==> src/design/assert_macros.svh <==
`ifndef ASSERT_MACROS_SVH
`define ASSERT_MACROS_SVH

// Condition that must hold at every clock edge out of reset.
`define SWM_ASSERT_ALWAYS(lbl, clk, rst_n, cond) \
    lbl: assert property (@(posedge clk) disable iff (!rst_n) (cond)) \
        else $error("swm assertion failed");

// Same-cycle implication.
`define SWM_ASSERT_IMPLY(lbl, clk, rst_n, ante, cons) \
    lbl: assert property (@(posedge clk) disable iff (!rst_n) (ante) |-> (cons)) \
        else $error("swm assertion failed");

// Next-cycle implication.
`define SWM_ASSERT_NEXT(lbl, clk, rst_n, ante, cons) \
    lbl: assert property (@(posedge clk) disable iff (!rst_n) (ante) |=> (cons)) \
        else $error("swm assertion failed");

`endif

==> src/design/swm_pkg.sv <==
package swm_pkg;

    localparam int SAMPLE_W = 32;
    localparam int CFG_W    = 7;

    typedef enum logic [0:0] {
        ST_IDLE,
        ST_EVICT
    } t_state;

    typedef enum logic [1:0] {
        CELL_HOLD,
        CELL_INSERT,
        CELL_EVICT
    } t_cell_op;

    // Broadcast to every cell of the sorted row.
    typedef struct packed {
        t_cell_op                     op;
        logic signed [SAMPLE_W-1:0]   new_val;
        logic signed [SAMPLE_W-1:0]   old_val;
    } t_cell_ctl;

endpackage

==> src/design/swm_ring.sv <==
module swm_ring
    import swm_pkg::*;
#(
    parameter int DEPTH = 64,
    parameter int AW    = 6
) (
    input  logic                       i_clk,
    input  logic                       i_wr_en,
    input  logic [AW-1:0]              i_wr_addr,
    input  logic signed [SAMPLE_W-1:0] i_wr_data,
    input  logic                       i_rd_en,
    input  logic [AW-1:0]              i_rd_addr,
    output logic signed [SAMPLE_W-1:0] o_rd_data
);

    logic signed [SAMPLE_W-1:0] r_mem [DEPTH];
    logic signed [SAMPLE_W-1:0] r_rd_data;

    always_ff @(posedge i_clk) begin
        if (i_wr_en) begin
            r_mem[i_wr_addr] <= i_wr_data;
        end
    end

    always_ff @(posedge i_clk) begin
        if (i_rd_en) begin
            r_rd_data <= r_mem[i_rd_addr];
        end
    end

    assign o_rd_data = r_rd_data;

endmodule

==> config.mk <==
export PLATFORM = sky130hd
export DESIGN_NAME = swm_ring
export DESIGN_NICKNAME = d
export VERILOG_FILES = /design/src/design/assert_macros.svh /design/src/design/swm_pkg.sv /design/src/design/swm_ring.sv
export SDC_FILE = /design/constraint.sdc
export NUM_CORES = 2
export LEC_CHECK = 0
export BUFFER_PORTS_ARGS = -buffer_cell sky130_fd_sc_hd__buf_2
export CAP_MARGIN = 20
export CORE_UTILIZATION = 50
export CTS_CLUSTER_SIZE = 40
export DETAILED_ROUTE_END_ITERATION = 8
export PLACE_DENSITY = 0.63
export SLEW_MARGIN = 20
export SYNTH_ARGS = -nofsm -noshare
export SYNTH_HDL_FRONTEND = slang
export SYNTH_SLANG_ARGS = --single-unit
==> constraint.sdc <==
create_clock -name i_clk -period 11.4 [get_ports i_clk]
set_clock_uncertainty 0.2 [all_clocks]
set_input_delay 2.28 -clock i_clk [delete_from_list [all_inputs] [get_ports i_clk]]
set_output_delay 2.28 -clock i_clk [all_outputs]
set_load 0.01 [all_outputs]
# Word-level counts from Yosys, hierarchy flattened
# Memory sizes are Yosys's and may differ from the RTL's. A register that Yosys moved wholly into a read port is not among the register bits.
# Index checks and enable logic that the tools add are counted.
# Widths: inputs -> output; s select.
[word_totals]
regBits = 0
mem_bits_rw = 2048
input_bits = 47
output_inout_bits = 32
wordCells = 3
n_memories = 1
[op_classes]
muxes = 2
[memory_table]
columns = ["name", "depth", "width", "read_ports", "rd_clocked_by_memory_dff", "wr", "line_no", "source"]
rows = [
  ["r_mem", 64, 32, 1, 1, 1, "swm_ring.sv:16", "logic signed [SAMPLE_W-1:0] r_mem [DEPTH];"],
]
[op_table]
columns = ["cell", "n"]
rows = [
  ["$mux 1", 2],
]

# Depth between registers and ports, before layout
[depth]
depth_word = 2
ltp_mapped = 10
ltp_nobuf = 5

# Worst setup path before layout
# OpenSTA, ideal clock, no wires.
[synth_path]
path_type = "in2reg"
from = "input port i_wr_addr[3]"
to = "memory r_mem[48][0], enable pin"
setup_time_ps = 461
arrival_ps = 4979
t_required_ps = 10739
setup_slack_ps = 5760
stages = 4
n_path_buf = 1
path_cell_list = "clkbuf_1 -> nor2b_1 -> nand4b_1 -> nor3_1"
[synth_rtl]
columns = ["element", "line_no", "source"]
rows = [
  ["start, declared", "swm_ring.sv:9", "input logic [AW-1:0] i_wr_addr,"],
  ["end, declared", "swm_ring.sv:16", ""],
]
# Straight into the memory's write port.

==> results.cfg <==
[synthesis]
ys_ff_latch = 2080
seq_area_frac_synth = 0.792
synth_fp_nets = 3371
synth_area_um2 = 78800
synth.avg_cell_area_um2 = 23.7
ys_types = 33
syn_inst = 3324
ys_warn_count = 0

[cts]
postCtsHoldBufs = 0
cts.sinks = 2080
cts_resized = 0
cts-buffers-inserted = 202
clkTransAtPathRegs_ns = 0.06
clk_latency_ns = 0.83
htree_levels = 4
root_buffer = clkbuf_16
clk_path_buf_depth = 3
cts_setup_buffers = 0
cts_tree = built

[detailed_routing]
drt_iter0_drc = 5577
routed_wl_um = 202000
post_drt_wl_per_cell_um = 35.2
viasPerCell = 6.48
firstDrtPassIters = 5
vias = 37300
drc = 0
ant_nets = 0

[sta]
holdWs_ns = 0.677
slew_viol_final = 0
fin_crit_ns = 5.96
tightest_slew_ns = 1.24
grt_setup_unrepaired = no
timing.final.crit_share = 0.522
fmax_mhz = 168
tns_ns = 0
hold_violations = 0
slew_headroom = 0.166
setup_viol = 0

[die]
coreArea_um2 = 156000
rows = 145
die_y_um = 399
io-pin-count = 79
start_util = 0.504
dieArea_um2 = 159000
die_w_um = 399

[placed_design]
port-buffer-count = 78
placed_cells = 5382
dp_hpwl_um = 112000
place.gp.congestion = 0.783

[cells_and_area]
final_cell_mix = edfxtp_1, mux4_2, clkbuf_16
fillers = 11200
drive_gt1_frac = 0.287
final_common_cell = edfxtp_1
nets = 3575
syn_to_final_growth_pct = 12.3
stdcell_count = 5755

[global_route]
grt-busiest-layer = met2
overflow = 0
grt_pass1_wl_um = 284000
grtUsageMet1 = 0.370
grt_max_degree = 105
grt_pass1_vias = 37700
antenna_found_initial = 18
gr-usage-met2 = 0.406
grtUsageTotal = 0.258
use_met3 = 0.0506

[run_status]
outcome = finished clean

[setup_path]
cp.required_ns = 11.73
cp-start-kind = input pin
crit_fanout = 74
crit_type = in2reg
end_kind = flip-flop
cp.arrival_ns = 6.28

[power_and_ir_drop]
power_density_nw_per_um2 = 175
p_total_mw = 15.5
ir_drop_v = 0.000115
leakagePower_nw = 27.3

[run]
maxCapViolCount = 0

[hold_path]
min_path_type = reg2reg
-- logic make-up after synthesis --
family / count (synthesis) / share of synthesized area
buf+inv: 182 / 0.0112
simple gates: 223 / 0.0126
flops: 2080 / 0.792
mux: 637 / 0.167
compound gates: 202 / 0.0167
-- through the flow --
step / util / setup WS, ns / instance area [um^2]
floorplan: - / 5.76 / 78800
global placement: 0.526 / 4.66 / 82200
detailed placement: 0.526 / 4.59 / 82300
CTS: 0.565 / 5.46 / 88400
global route: 0.566 / 5.30 / 88500
finish: 0.566 / 5.44 / 88500
-- sequential cells by signal, summed over array words and instances, names as in the netlist --
signal	flops
r_mem	2048
o_rd_data	32
-- synth_stat cells --
cell type  count  share of area
a21oi_1       62         0.0039
a22oi_1       12         0.0011
a311oi_1       8        0.00089
a31oi_1        1       0.000079
a41o_1         4        0.00051
and2_1         2        0.00016
and3_1         4        0.00032
buf_1         21         0.0010
buf_2         57         0.0036
buf_4         25         0.0024
buf_6          5        0.00071
clkbuf_1      74         0.0035
edfxtp_1    2080           0.79
mux2i_1       93          0.012
mux4_2       544           0.16
nand2_1       26         0.0012
nand2b_1       8        0.00063
nand3_1        5        0.00032
nand3b_1       5        0.00048
nand4_1        2        0.00016
nand4b_1       1        0.00011
nor2_1       137         0.0065
nor2b_1       15         0.0012
nor3_1         7        0.00044
o221ai_1      27         0.0030
o22ai_1       84         0.0067
o32ai_1        4        0.00044
or2_0          1       0.000079
or2_1          1       0.000079
or2_2          1       0.000079
or3_1          3        0.00024
or3b_1         2        0.00022
or3b_2         3        0.00033
-- area by class of cell --
cell class              count  area (um^2)  share of cell area
diodes                      5         12.5            0.000141
repair buffers            182         1330              0.0150
clock buffers             257         5410              0.0611
flip-flops and latches   2080        62500               0.706
clock inverters           111          742             0.00838
well taps                2058         2570              0.0291
multi-input cells        1062        16000               0.180
-- final timing paths --
kind / from / end / slack [ns] / cells past startpoint
min reg2reg: r_mem[28][4]$_DFFE_PP_ / o_rd_data[4]$_DFFE_PP_ / 0.68 / 4
min: r_mem[28][4]$_DFFE_PP_ / o_rd_data[4]$_DFFE_PP_ / 0.68 / 4
max reg2reg: r_mem[61][23]$_DFFE_PP_ / o_rd_data[23]$_DFFE_PP_ / 8.50 / 4
max: i_rd_addr[0] / o_rd_data[2]$_DFFE_PP_ / 5.44 / 7
-- worst max-delay path, stage by stage --
cell      delay [ns]
buf_8           0.55
buf_4           0.70
nand3b_1        0.94
o221ai_1        0.74
a21oi_1         0.10
a21oi_1         0.63
nor2_1          0.07
-- report_power, final --
| group | total, mW | internal, mW | switching, mW |
|---|---|---|---|
| Combinational | 0.753 | 0.272 | 0.481 |
| Clock | 6.26 | 3.51 | 2.75 |
| Sequential | 8.52 | 8.49 | 0.0305 |
-- per-layer routing --
layer | vias to the layer above | wire length [um] | share of wire
li1 | 14700 | - | -
met1 | 20200 | 79600 | 0.39
met2 | 1957 | 97400 | 0.48
met3 | 346 | 19400 | 0.096
met4 | 10 | 5800 | 0.029
met5 | - | 77 | 0.00038
Note: power is estimated with default switching activity, not from simulation.
