File: config.mk
export PLATFORM = sky130hd
export DESIGN_NAME = swm_cell
export DESIGN_NICKNAME = d
export VERILOG_FILES = /design/src/design/assert_macros.svh /design/src/design/swm_pkg.sv /design/src/design/swm_cell.sv
export SDC_FILE = /design/constraint.sdc
export NUM_CORES = 1
export LEC_CHECK = 0
export BUFFER_PORTS_ARGS = -buffer_cell sky130_fd_sc_hd__buf_2
export CAP_MARGIN = 5
export CELL_PAD_IN_SITES_DETAIL_PLACEMENT = 1
export CELL_PAD_IN_SITES_GLOBAL_PLACEMENT = 2
export CORE_MARGIN = 2
export CORE_UTILIZATION = 26
export DETAILED_ROUTE_END_ITERATION = 8
export GPL_ROUTABILITY_DRIVEN = 0
export PLACE_DENSITY_LB_ADDON = 0.1
export SLEW_MARGIN = 20
export SYNTH_ARGS = -nofsm -noshare
export SYNTH_HDL_FRONTEND = slang
export SYNTH_SLANG_ARGS = --single-unit
export TNS_END_PERCENT = 5
File: constraint.sdc
create_clock -name i_clk -period 4.9 [get_ports i_clk]
set_input_delay 0.49 -clock i_clk [delete_from_list [all_inputs] [get_ports i_clk]]
set_output_delay 0.49 -clock i_clk [all_outputs]
set_load 0.1 [all_outputs]
File: src/design/assert_macros.svh
`ifndef ASSERT_MACROS_SVH
`define ASSERT_MACROS_SVH

// Condition that must hold at every clock edge out of reset.
`define SWM_ASSERT_ALWAYS(lbl, clk, rst_n, cond) \
    lbl: assert property (@(posedge clk) disable iff (!rst_n) (cond)) \
        else $error("swm assertion failed");

// Same-cycle implication.
`define SWM_ASSERT_IMPLY(lbl, clk, rst_n, ante, cons) \
    lbl: assert property (@(posedge clk) disable iff (!rst_n) (ante) |-> (cons)) \
        else $error("swm assertion failed");

// Next-cycle implication.
`define SWM_ASSERT_NEXT(lbl, clk, rst_n, ante, cons) \
    lbl: assert property (@(posedge clk) disable iff (!rst_n) (ante) |=> (cons)) \
        else $error("swm assertion failed");

`endif

File: src/design/swm_pkg.sv
package swm_pkg;

    localparam int SAMPLE_W = 32;
    localparam int CFG_W    = 7;

    typedef enum logic [0:0] {
        ST_IDLE,
        ST_EVICT
    } t_state;

    typedef enum logic [1:0] {
        CELL_HOLD,
        CELL_INSERT,
        CELL_EVICT
    } t_cell_op;

    // Broadcast to every cell of the sorted row.
    typedef struct packed {
        t_cell_op                     op;
        logic signed [SAMPLE_W-1:0]   new_val;
        logic signed [SAMPLE_W-1:0]   old_val;
    } t_cell_ctl;

endpackage

File: src/design/swm_cell.sv
module swm_cell
    import swm_pkg::*;
(
    input  logic                       i_clk,
    input  t_cell_ctl                  i_ctl,
    input  logic                       i_live,
    input  logic signed [SAMPLE_W-1:0] i_left_val,
    input  logic                       i_left_le,
    input  logic signed [SAMPLE_W-1:0] i_right_val,
    output logic signed [SAMPLE_W-1:0] o_val,
    output logic                       o_le
);

    logic signed [SAMPLE_W-1:0] r_val;
    logic signed [SAMPLE_W-1:0] n_val;

    // Row is sorted ascending, so o_le is high on a prefix of the live cells.
    assign o_le  = i_live && (r_val <= i_ctl.new_val);
    assign o_val = r_val;

    always_comb begin
        n_val = r_val;
        case (i_ctl.op)
            CELL_INSERT: begin
                if (o_le) begin
                    n_val = r_val;
                end else if (i_left_le) begin
                    n_val = i_ctl.new_val;
                end else begin
                    n_val = i_left_val;
                end
            end
            CELL_EVICT: begin
                // Every cell at or above the departing value moves down one;
                // among equal values which copy goes makes no difference.
                if (i_live && (r_val >= i_ctl.old_val)) begin
                    n_val = i_right_val;
                end
            end
            default: n_val = r_val;
        endcase
    end

    always_ff @(posedge i_clk) begin
        r_val <= n_val;
    end

endmodule

### Word-level counts from Yosys, hierarchy flattened

Index checks and enable logic that the tools add are counted.

* register bits: 32
* word-level logic and storage cells: 15
* output and inout bits: 33

* $lt $le $gt $ge: 2
* reduce and logical (&&, ||, !) cells: 4
* equal/unequal tests: 4
* mux-type cells: 4

Operators with widths (count)
* 2-to-1 mux 32 bit: 3
* one-hot mux 32 bit (2 select lines): 1
* >= comparator 32 bit: 1
* less-or-equal comparator 32 bit: 1
* != test 2 bit, second input constant: 2
* AND reduction 3 bit: 1
* equality test 2 x 1 -> 1 bit, second input constant: 1
* equality test 2 bit, second input constant: 1
* logical AND 1 bit: 2
* nonzero test 2 bit: 1

### Depth between registers and ports, before layout

Gate-level depths: netlist of run 1.

* depth after elaboration: 4
* depth in mapped cells: 8

### Least setup slack after synthesis of run 1

Ideal clock, no wire load.

* path type: reg2reg
* start point: register r_val[31], in the netlist o_val[31]
* end point: register r_val[0], in the netlist o_val[0], enable pin
* arrival time: 3.620 ns
* cell stages (with the launch flop): 7
* library setup time: 0.431 ns
* period minus slack after synthesis: 4.050 ns
* setup slack: 0.850 ns
* path through: edfxtp_1 > ha_1 > nand4_1 > or2_2 > nor3_2 > a2bb2oi_1 > o211ai_1

* word-level cells in the longest chain between the ends: 4

Ends and longest elaborated chain
* start, declared: line swm_cell.sv:14 `logic signed [SAMPLE_W-1:0] r_val;`
* start signal, assigned: line swm_cell.sv:45 `r_val <= n_val;`
* >= comparator 32 bit or less-or-equal comparator 32 bit (tied branches): line swm_cell.sv:36, swm_cell.sv:18
* logical AND 1 bit, on equally long branches: line swm_cell.sv:36, swm_cell.sv:18
* != test 2 bit (no line)
* AND reduction 3 bit (no line) *

Mark *: on every way between the ends. The rest lies on a longest branch, timed or not.
A chain may end at the register's enable or synchronous reset.

### Worst setup path in the final report of run 1

* start point: register r_val[31], in the netlist o_val[31]
* end point: output o_le

* word-level cells in the longest chain between the ends: 2

Ends and longest elaborated chain
* less-or-equal comparator 32 bit: line swm_cell.sv:18 `assign o_le = i_live && (r_val <= i_ctl.new_val);`
* logical AND 1 bit: line swm_cell.sv:18
* end, declared: line swm_cell.sv:11 `output logic o_le`

No other way between the ends.

==> summary.md, run 1 <==
| Metric | Value |
|---|---|
| Min Hold Slack | `0.482 ns` |
| Crit. End Element | `output port` |
| Worst skew pair latency | `0.28 ns` |
| P_sw | `0.561 mW` |
| Leakage | `2.37 nW` |
| Per-cell routed wire length | `15.0 um` |
| YS warnings | `0` |
| Number of synthesized flops with an enable pin | `32` |
| Hold_buf cts | `0` |
| TritonCTS Buffers | `5` |
| Worst Hold Depth | `3` |
| Slew HR | `0.308` |
| Max FFs per register | `32` |
| VDD IR max | `0.105 mV` |
| Post-Syn Nets | `582` |
| Setup crit start kind | `flop` |
| NumNets Final | `746` |
| Synth area leaders | `edfxtp_1 29%, ha_1 24%, mux2i_1 9.6%, inv_1 7.8%, o21ai_0 6.3%` |
| Worst EP arrival | `2.73 ns` |
| DIE WIDTH | `117 um` |
| Synth Cell Area | `3330 um^2` |
| Share of cells above drive strength 1 | `0.322` |
| CP required | `4.41 ns` |
| Clk sinks | `32` |
| Crit-path max FO | `5` |
| Internal Power | `0.703 mW` |
| Number of remaining DRC errors | `0` |
| Port Buf Inserts | `165` |
| Largest net degree at the start of global routing | `39` |
| Vias in the first global route | `3,378` |
| Postcts setup bufs | `0` |
| Outcome | `complete, no violations` |
| Cells after Synth | `385` |
| Setup Crit Path Kind | `flop to output port` |
| RSZ-0062 raised after global routing | `no` |
| Most frequent cell after synthesis | `inv_1` |
| Max Cap Viol | `0` |
| Top FF cell, synth | `edfxtp_1` |
| Max Root-Sink Buffers | `2` |
| Least-Margin Pin Slew | `1.04 ns` |
| Reg-to-reg critical path endpoint | `o_val[1]$_DFFE_PP_` |
| Via Count | `3,321` |
| Area leader, netlist | `edfxtp_1` |
| Total routed wirelength | `10.8 mm` |
| Hold Path Origin | `i_right_val[30]` |
| Reg2reg setup slack | `2.19 ns` |
| Sw frac | `0.444` |
| #FFs+latches synth | `32` |
| Fillers | `1,542` |
| Min-Delay Path Class | `primary input to flop` |
| Final hold violations | `0` |
| Initial core utilization | `0.265` |
| First-pass detailed-route iteration total | `4` |
| Register area share after synthesis | `0.288` |
| # setup viols final | `0` |
| Top-area cell type share of the netlist area | `0.288` |
| Initial antenna violation count | `0` |
| Die Ht | `117 um` |
| First-pass GRT wire length | `17.0 mm` |
| Total power | `1.26 mW` |
| CTS tree | `yes` |
| Critical path's largest stage delay | `0.45 ns` |
| Most instantiated cells after synthesis | `69 x inv_1, 64 x ha_1, 46 x nand2_1` |
| Reg power frac | `0.298` |
| Post-CTS sizing | `0` |
| Tcrit/Tclk final | `0.658` |
| Slowest stage cell, crit path | `edfxtp_1` |
| Launch point of the worst reg-to-reg path | `o_val[23]$_DFFE_PP_` |
| Total congestion overflow | `0` |
| Initial drt markers | `91` |
| Row cnt | `41` |
| Clk pwr share | `0.240` |
| Comb power frac | `0.462` |
| Slew Viols, Final | `0` |
| Routed Antenna Nets | `0` |
| Pwr dens | `281 nW/um^2` |
| Synth-to-Final Area Change | `34.9%` |
| DP HPWL | `9.09 mm` |
| GRT Resource Usage Total | `0.161` |
| Fmax | `310 MHz` |
| FF-to-FF path depth | `8` |
| CP Cell Sequence | `ha_1 > nand4_1 > or2_2 > o211ai_1 > nand2b_1 > o211a_1 > buf_2` |
| Hold endpoint | `o_val[30]$_DFFE_PP_` |
| Antenna fix cells | `0` |
| Yosys cell types | `31` |
| Io pins | `166` |
| Core ar. | `12,600 um^2` |
| Async set or reset register ratio after synthesis | `0` |
| Skew final | `0.00464 ns` |
| Clk slew on worst S/H paths | `0.06 ns` |
| Crit path time final | `3.22 ns` |
| Vias per inst | `4.60` |
| Clk root buf | `clkbuf_16` |
| Syn Area/Cell | `8.66 um^2` |
| H-tree depth | `2` |
| Setup TNS | `0 ns` |
| Die ar. | `13,700 um^2` |
through the flow:
step | utilization | setup slack [ns] | instance area [um^2] | cells
after CTS | 0.358 | 1.65 | 4500 | 722
final | 0.358 | 1.68 | 4500 | 722
after floorplan | - | 0.850 | 3330 | 385
after detailed placement | 0.347 | 1.79 | 4360 | 714
after global placement | 0.347 | 1.87 | 4360 | 714
after global routing | 0.358 | 1.49 | 4500 | 722
critical path, delay by kind of cell (launching register included):
family	cells	cell delay [ns]
AOI/OAI and AO/OA	2	0.50
and+or+nand+nor	3	0.68
DFF	1	0.45
adders and majority gates	1	0.40
buffers and inverters	1	0.43
kinds of logic (layout without fill, tap and decap cells):
family,count (synthesis),after routing,share of synthesized area
flops,32,32,0.288
mux,32,32,0.0961
simple gates,87,87,0.124
buf+inv,80,245,0.0912
compound gates,90,90,0.161
fa+ha+maj,64,64,0.240
layout make-up:
cell class                 count  area (um^2)  area share
multi-input combinational    273         2080       0.462
tap                          172          215      0.0479
timing repair buffer         168          848       0.189
clock buffer                   7          133      0.0295
inverter                      69          259      0.0576
clock inverter                 1         3.75    0.000835
sequential                    32          961       0.214
worst max-delay path by stage:
| stage | start | endpoint | slack (ns) | cells past startpoint |
|---|---|---|---|---|
| floorplan | o_val[31]$_DFFE_PP_ | o_val[0]$_DFFE_PP_ | 0.85 | 6 |
| global placement | i_ctl[39] | o_le | 1.87 | 10 |
| detailed placement | i_ctl[37] | o_le | 1.79 | 10 |
| CTS | o_val[31]$_DFFE_PP_ | o_le | 1.65 | 7 |
| global route | o_val[31]$_DFFE_PP_ | o_le | 1.49 | 7 |
| finish | o_val[31]$_DFFE_PP_ | o_le | 1.68 | 7 |
power groups by stage:
stage               clock network, mW  registers (mW)  logic, mW
floorplan                           0           0.590      0.215
global placement                    0           0.383      0.584
detailed placement                  0           0.384      0.591
CTS                             0.321           0.378      0.594
global route                    0.330           0.383      0.642
finish                          0.303           0.377      0.584
per-layer routing:
metal	global-route usage	up-vias	wire, um
met2	0.268	96	5010
met5	0	-	0
met4	0.0376	0	55
met1	0.213	1526	5120
met3	0.0371	2	618
li1	-	1697	-
placed cells by master (no fill, tap or decap), drive strengths merged, types with 3 or more instances in the layout:
cell type,instances
buf,168
inv,69
ha,64
nand2,46
o21ai,42
mux2i,32
edfxtp,32
a21oi,29
nand4,15
clkbuf,7
o211ai,6
nor2,6
nand3,5
nor2b,5
nor4,3
nor3,3
Power figures use the tool's default switching activity.
==> inputs of run 2 (changes only) <==
- CORE_UTILIZATION: 26 -> 23
- clock period: 4.9 -> 2.6 ns (I/O delays scaled with it)
==> run 2 against run 1 <==
Sequential share of layout area shrank 1.8 points. Register-to-register slack got worse by 2.1 ns. Clock power is 91% higher. Sequential power rose by 88%. Critical path depth is 1 higher. Clock skew about the same. Final cell count increased by 4.3%. Hold slack got worse by 0.22 ns. Global-route usage shrank 0.78 points. Via count increased by 2.9%. First-iteration DRC count decreased by 14%. Design area grew 9.0%. Largest cell class unchanged.
==> summary.md, run 2 (synthesis gave the netlist of run 1 again) <==
| Metric | Value |
|---|---|
| NumNets Final | `768` |
| Max FFs per register | `32` |
| Tcrit/Tclk final | `0.991` |
| RSZ-0062 raised after global routing | `yes` |
| Min-Delay Path Class | `primary input to flop` |
| Initial antenna violation count | `2` |
| Setup crit start kind | `flop` |
| Initial drt markers | `78` |
| TritonCTS Buffers | `5` |
| Die Ht | `124 um` |
| Slew Viols, Final | `0` |
| Setup Crit Path Kind | `flop to output port` |
| Placed inst area | `4470 um^2` |
| Worst EP arrival | `2.32 ns` |
| Reg2reg setup slack | `0.05 ns` |
| Min Hold Slack | `0.260 ns` |
| Final hold violations | `0` |
| Hold_buf cts | `0` |
| Clk root buf | `clkbuf_16` |
| H-tree depth | `2` |
| Max Root-Sink Buffers | `2` |
| Initial core utilization | `0.237` |
| Synth-to-Final Area Change | `47.0%` |
| Least-Margin Pin Slew | `0.594 ns` |
| Total power | `2.52 mW` |
| Final core occ | `0.349` |
| Share of cells above drive strength 1 | `0.379` |
| Largest net degree at the start of global routing | `39` |
| Post-route cell area | `4900 um^2` |
| VDD IR max | `0.178 mV` |
| DIE WIDTH | `124 um` |
| Final worst setup slack | `0.0223 ns` |
| Outcome | `complete, no violations` |
| Via Count | `3,418` |
| GRT Resource Usage Total | `0.154` |
| Skew final | `0.00494 ns` |
| Crit-path max FO | `4` |
| Vias in the first global route | `3,757` |
| Pre-CTS setup slack | `-0.0855 ns` |
| Most common cell after layout, fill and taps aside | `buf_2` |
| Slew HR | `0.604` |
| Total routed wirelength | `11.9 mm` |
| Crit. End Element | `output port` |
| First-pass detailed-route iteration total | `4` |
| Worst skew pair latency | `0.28 ns` |
| Most frequent cells in the layout | `164 x buf_2, 69 x inv_1, 53 x ha_1, 46 x nand2_1, 41 x o21ai_0` |
| Number of remaining DRC errors | `0` |
| Die ar. | `15,500 um^2` |
| Leakage | `2.51 nW` |
| Io pins | `166` |
| Core ar. | `14,000 um^2` |
| Fmax | `388 MHz` |
| # setup viols final | `0` |
| CTS tree | `yes` |
| Max Cap Viol | `0` |
| CP required | `2.34 ns` |
| DP HPWL | `9.77 mm` |
| Routed Antenna Nets | `0` |
| Port Buf Inserts | `165` |
| Crit path time final | `2.58 ns` |
| Clk slew on worst S/H paths | `0.05 ns` |
| Clk sinks | `32` |
| Per-cell routed wire length | `15.7 um` |
| First-pass GRT wire length | `19.2 mm` |
| Row cnt | `43` |
| Total congestion overflow | `0` |
| Pwr dens | `515 nW/um^2` |
| Vias per inst | `4.54` |
run 2: final timing paths:
kind / startpoint / endpoint / cells after the start
worst max-delay path: o_val[27]$_DFFE_PP_ / o_le / 8
worst min-delay path: i_right_val[10] / o_val[10]$_DFFE_PP_ / 3
worst min register to register: o_val[31]$_DFFE_PP_ / o_val[30]$_DFFE_PP_ / 6
worst max register to register: o_val[1]$_DFFE_PP_ / o_val[1]$_DFFE_PP_ / 10
run 2: through the flow:
stage / setup TNS (ns) / cells
final: 0 / 753
after global routing: -1.56 / 753
after CTS: -0.0303 / 748
after detailed placement: -1.99 / 728
after global placement: -1.67 / 728
after floorplan: -46.50 / 385
run 2: layout make-up:
type                       instances  area [um^2]
timing repair buffer             190         1060
clock buffer                       7          133
tap                              180          225
fill                            1706         9140
clock inverter                     1         3.75
antenna                            1         2.50
multi-input combinational        273         2250
sequential                        32          961
inverter                          69          259
run 2: critical path: stages, from the launching register on:
cell and delay [ns]:
edfxtp_1 0.45, ha_4 0.31, nand4_1 0.14, or2_4 0.31, o211ai_1 0.18, buf_4 0.16, nand2b_1 0.11, o211a_1 0.19
buf_12 0.18
run 2: per-layer routing:
metal,global-route usage,wire [um]
met1,0.200,5670
met2,0.262,5560
met3,0.0322,554
met4,0.0317,59
met5,0,13
run 2: power by group:
part / internal [mW] / leakage (nW) / switching, mW / total [mW]
Sequential: 0.654 / 0.304 / 0.0527 / 0.707
Clock: 0.353 / 0.0656 / 0.225 / 0.578
Combinational: 0.409 / 2.14 / 0.831 / 1.24
Total: 1.42 / 2.51 / 1.11 / 2.52
run 2: repair_timing:
action | CTS | global route
buffers inserted | 12 | 4
gates cloned | 0 | 0
resized for setup | 4 | 18
pin swaps | 9 | 12
endpoints found under the setup margin | 33 | 33
==> inputs of run 3 (changes only) <==
- ABC_AREA: not set -> 1
- CORE_UTILIZATION: 23 -> 22
- REMOVE_ABC_BUFFERS: not set -> 1
==> run 3 against run 2 <==
Combinational power fell by 22%. Clock power fell by 2%. Largest cell class unchanged. Clock skew barely moved. Critical path depth rose by 3. Register-to-register slack improved by 0.16 ns. Sequential power fell by 5.9%. Hold slack improved by 0.029 ns. Fmax rose by 4.2%. Utilization fell by 3.6 points. Worst setup slack improved by 0.10 ns.
==> summary.md, run 3 <==
| Metric | Value |
|---|---|
| Outcome | `complete, no violations` |
| #FFs+latches synth | `32` |
| Max Cap Viol | `0` |
| Cells after Synth | `465` |
| VDD IR max | `0.223 mV` |
| Buf+Inv Stages, Crit Path | `2` |
| Leakage | `2.56 nW` |
| Synth area leaders | `edfxtp_1 28%, ha_1 23%, nand2_1 14%, inv_1 8.5%, o211ai_1 6.6%` |
| Most used cell, CP | `nand2_1` |
| Launch point of the worst reg-to-reg path | `o_val[27]$_DFFE_PP_` |
| Setup crit start kind | `flop` |
| Reg-to-reg critical path endpoint | `o_val[22]$_DFFE_PP_` |
| Slew HR | `0.670` |
| First-pass GRT wire length | `19.6 mm` |
| Area leader, netlist | `edfxtp_1` |
| DP HPWL | `10.4 mm` |
| Synth Cell Area | `3410 um^2` |
| Clk sinks | `32` |
| Die ar. | `16,500 um^2` |
| Core ar. | `15,100 um^2` |
| CP Depth | `11` |
| Worst EP arrival | `2.21 ns` |
| Tcrit/Tclk final | `0.952` |
| Hold_buf cts | `0` |
| Syn Area/Cell | `7.33 um^2` |
| Initial antenna violation count | `2` |
| Per-cell routed wire length | `15.1 um` |
| # setup viols final | `0` |
| Critical path's largest stage delay | `0.44 ns` |
| Setup Crit Path Kind | `flop to output port` |
| CP delay by family, top | `simple AND/OR/NAND/NOR gates` |
| Total congestion overflow | `0` |
| GRT Resource Usage Total | `0.151` |
| Yosys cell types | `23` |
| Fmax | `404 MHz` |
| Crit. Startpoint | `o_val[27]$_DFFE_PP_` |
| Final hold violations | `0` |
| CP required | `2.34 ns` |
| Total routed wirelength | `12.4 mm` |
| Io pins | `166` |
| Row cnt | `45` |
| Least-Margin Pin Slew | `0.495 ns` |
| Register area share after synthesis | `0.282` |
| Number of synthesized flops with an enable pin | `32` |
| Via Count | `3,676` |
| Slowest stage cell, crit path | `edfxtp_1` |
| NumNets Final | `830` |
| FF-to-FF path depth | `11` |
| Routed Antenna Nets | `0` |
| Top FF cell, synth | `edfxtp_1` |
| Crit path time final | `2.47 ns` |
| Most instantiated cells after synthesis | `129 x nand2_1, 77 x inv_1, 64 x ha_1` |
| Setup TNS | `0 ns` |
| Initial drt markers | `80` |
| Port Buf Inserts | `165` |
| Max FFs per register | `32` |
| CTS tree | `yes` |
| Die Ht | `128 um` |
| H-tree depth | `2` |
| Top-area cell type share of the netlist area | `0.282` |
| Crit. End Element | `output port` |
| Pwr dens | `463 nW/um^2` |
| Crit-path max FO | `3` |
| Worst Hold Depth | `3` |
| Share of cells above drive strength 1 | `0.308` |
| YS warnings | `0` |
| RSZ-0062 raised after global routing | `no` |
| Vias per inst | `4.46` |
| Min-Delay Path Class | `primary input to flop` |
| Async set or reset register ratio after synthesis | `0` |
| Skew final | `0.00453 ns` |
| CP Cell Sequence | `ha_4 > nand4_1 > nor3_2 > and3_4 > nand2_1 > nand2_1 > nand2_1 > nand3_2 > nand2_2 > inv_2 > buf_12` |
| TritonCTS Buffers | `5` |
| Clk slew on worst S/H paths | `0.05 ns` |
| Reg2reg setup slack | `0.21 ns` |
| Synth-to-Final Area Change | `39.1%` |
| Number of remaining DRC errors | `0` |
| CP endpoint | `o_le` |
| First-pass detailed-route iteration total | `4` |
| Most frequent cells in the layout | `164 x buf_2, 127 x nand2_1, 76 x inv_1, 61 x ha_1, 36 x nand3_1` |
| Most frequent cell after synthesis | `nand2_1` |
| Max Root-Sink Buffers | `2` |
| Vias in the first global route | `3,977` |
| Clk root buf | `clkbuf_16` |
| Worst skew pair latency | `0.27 ns` |
| Most common cell after layout, fill and taps aside | `buf_2` |
| Largest net degree at the start of global routing | `33` |
| Min Hold Slack | `0.289 ns` |
| Initial core utilization | `0.225` |
| DIE WIDTH | `128 um` |
| Slew Viols, Final | `0` |
run 3: changes by cell type in the layout (fill, tap and decap cells not counted), sizes merged, moves of 10 or more:
cell	change
nand2	+84
o21ai	-35
mux2i	-32
nand3	+32
o211ai	+24
nor2	+15
buf	-12
nand4	-10
run 3: worst min path at each step:
stage,startpoint,endpoint
2_1_floorplan,i_ctl[65],o_val[10]$_DFFE_PP_
3_3_place_gp,i_left_val[4],o_val[4]$_DFFE_PP_
5_1_grt,i_right_val[5],o_val[5]$_DFFE_PP_
6_report,i_left_val[3],o_val[3]$_DFFE_PP_
4_1_cts,i_left_val[24],o_val[24]$_DFFE_PP_
3_5_place_dp,i_left_val[3],o_val[3]$_DFFE_PP_
run 3: what timing repair did:
| item | CTS | global route |
|---|---|---|
| endpoints found under the hold margin | 0 | 0 |
| gates resized for setup | 0 | 9 |
| setup buffers | 0 | 5 |
| setup endpoints to repair | 0 | 6 |
run 3: worst min-delay path, cell delays in order:
cell      delay, ns
buf_2          0.07
o211ai_1       0.07
nand2_1        0.05
run 3: metal layers:
layer	track usage	share of wire	vias up
li1	-	-	1897
met1	0.188	0.45	1691
met2	0.273	0.49	86
met3	0.0295	0.052	2
met4	0.0271	0.0040	0
met5	0	0	-
run 3: cell type report:
class | instances | area, um^2
Antenna cell | 2 | 5.00
Clock inverter | 1 | 3.75
Fill cell | 1919 | 10400
Sequential cell | 32 | 961
Tap cell | 188 | 235
Clock buffer | 7 | 133
Timing Repair Buffer | 178 | 963
Multi-Input combinational cell | 337 | 2140
Inverter | 79 | 297
run 3: cells by family (layout without fill, tap and decap cells):
group | Yosys count | in the layout | share of synthesized area
buf+inv | 96 | 265 | 0.106
other cells | 0 | 2 | 0
flops | 32 | 32 | 0.282
simple gates | 197 | 197 | 0.239
fa+ha+maj | 64 | 64 | 0.235
compound gates | 76 | 76 | 0.138
run 3: through the flow:
| stage | instance area, um^2 | setup WS [ns] | std cells | power, mW | utilization |
|---|---|---|---|---|---|
| global placement | 4510 | 0.209 | 809 | 1.61 | 0.298 |
| floorplan | 3340 | -0.579 | 448 | 1.30 | - |
| detailed placement | 4510 | 0.202 | 809 | 1.63 | 0.298 |
| global route | 4740 | 0.00175 | 823 | 2.36 | 0.313 |
| finish | 4740 | 0.126 | 824 | 2.19 | 0.313 |
| CTS | 4640 | 0.0647 | 817 | 2.23 | 0.307 |
run 3: power by group:
part	total [mW]	internal (mW)	switching (mW)
Clock	0.567	0.352	0.215
Sequential	0.665	0.630	0.0347
Combinational	0.961	0.304	0.657
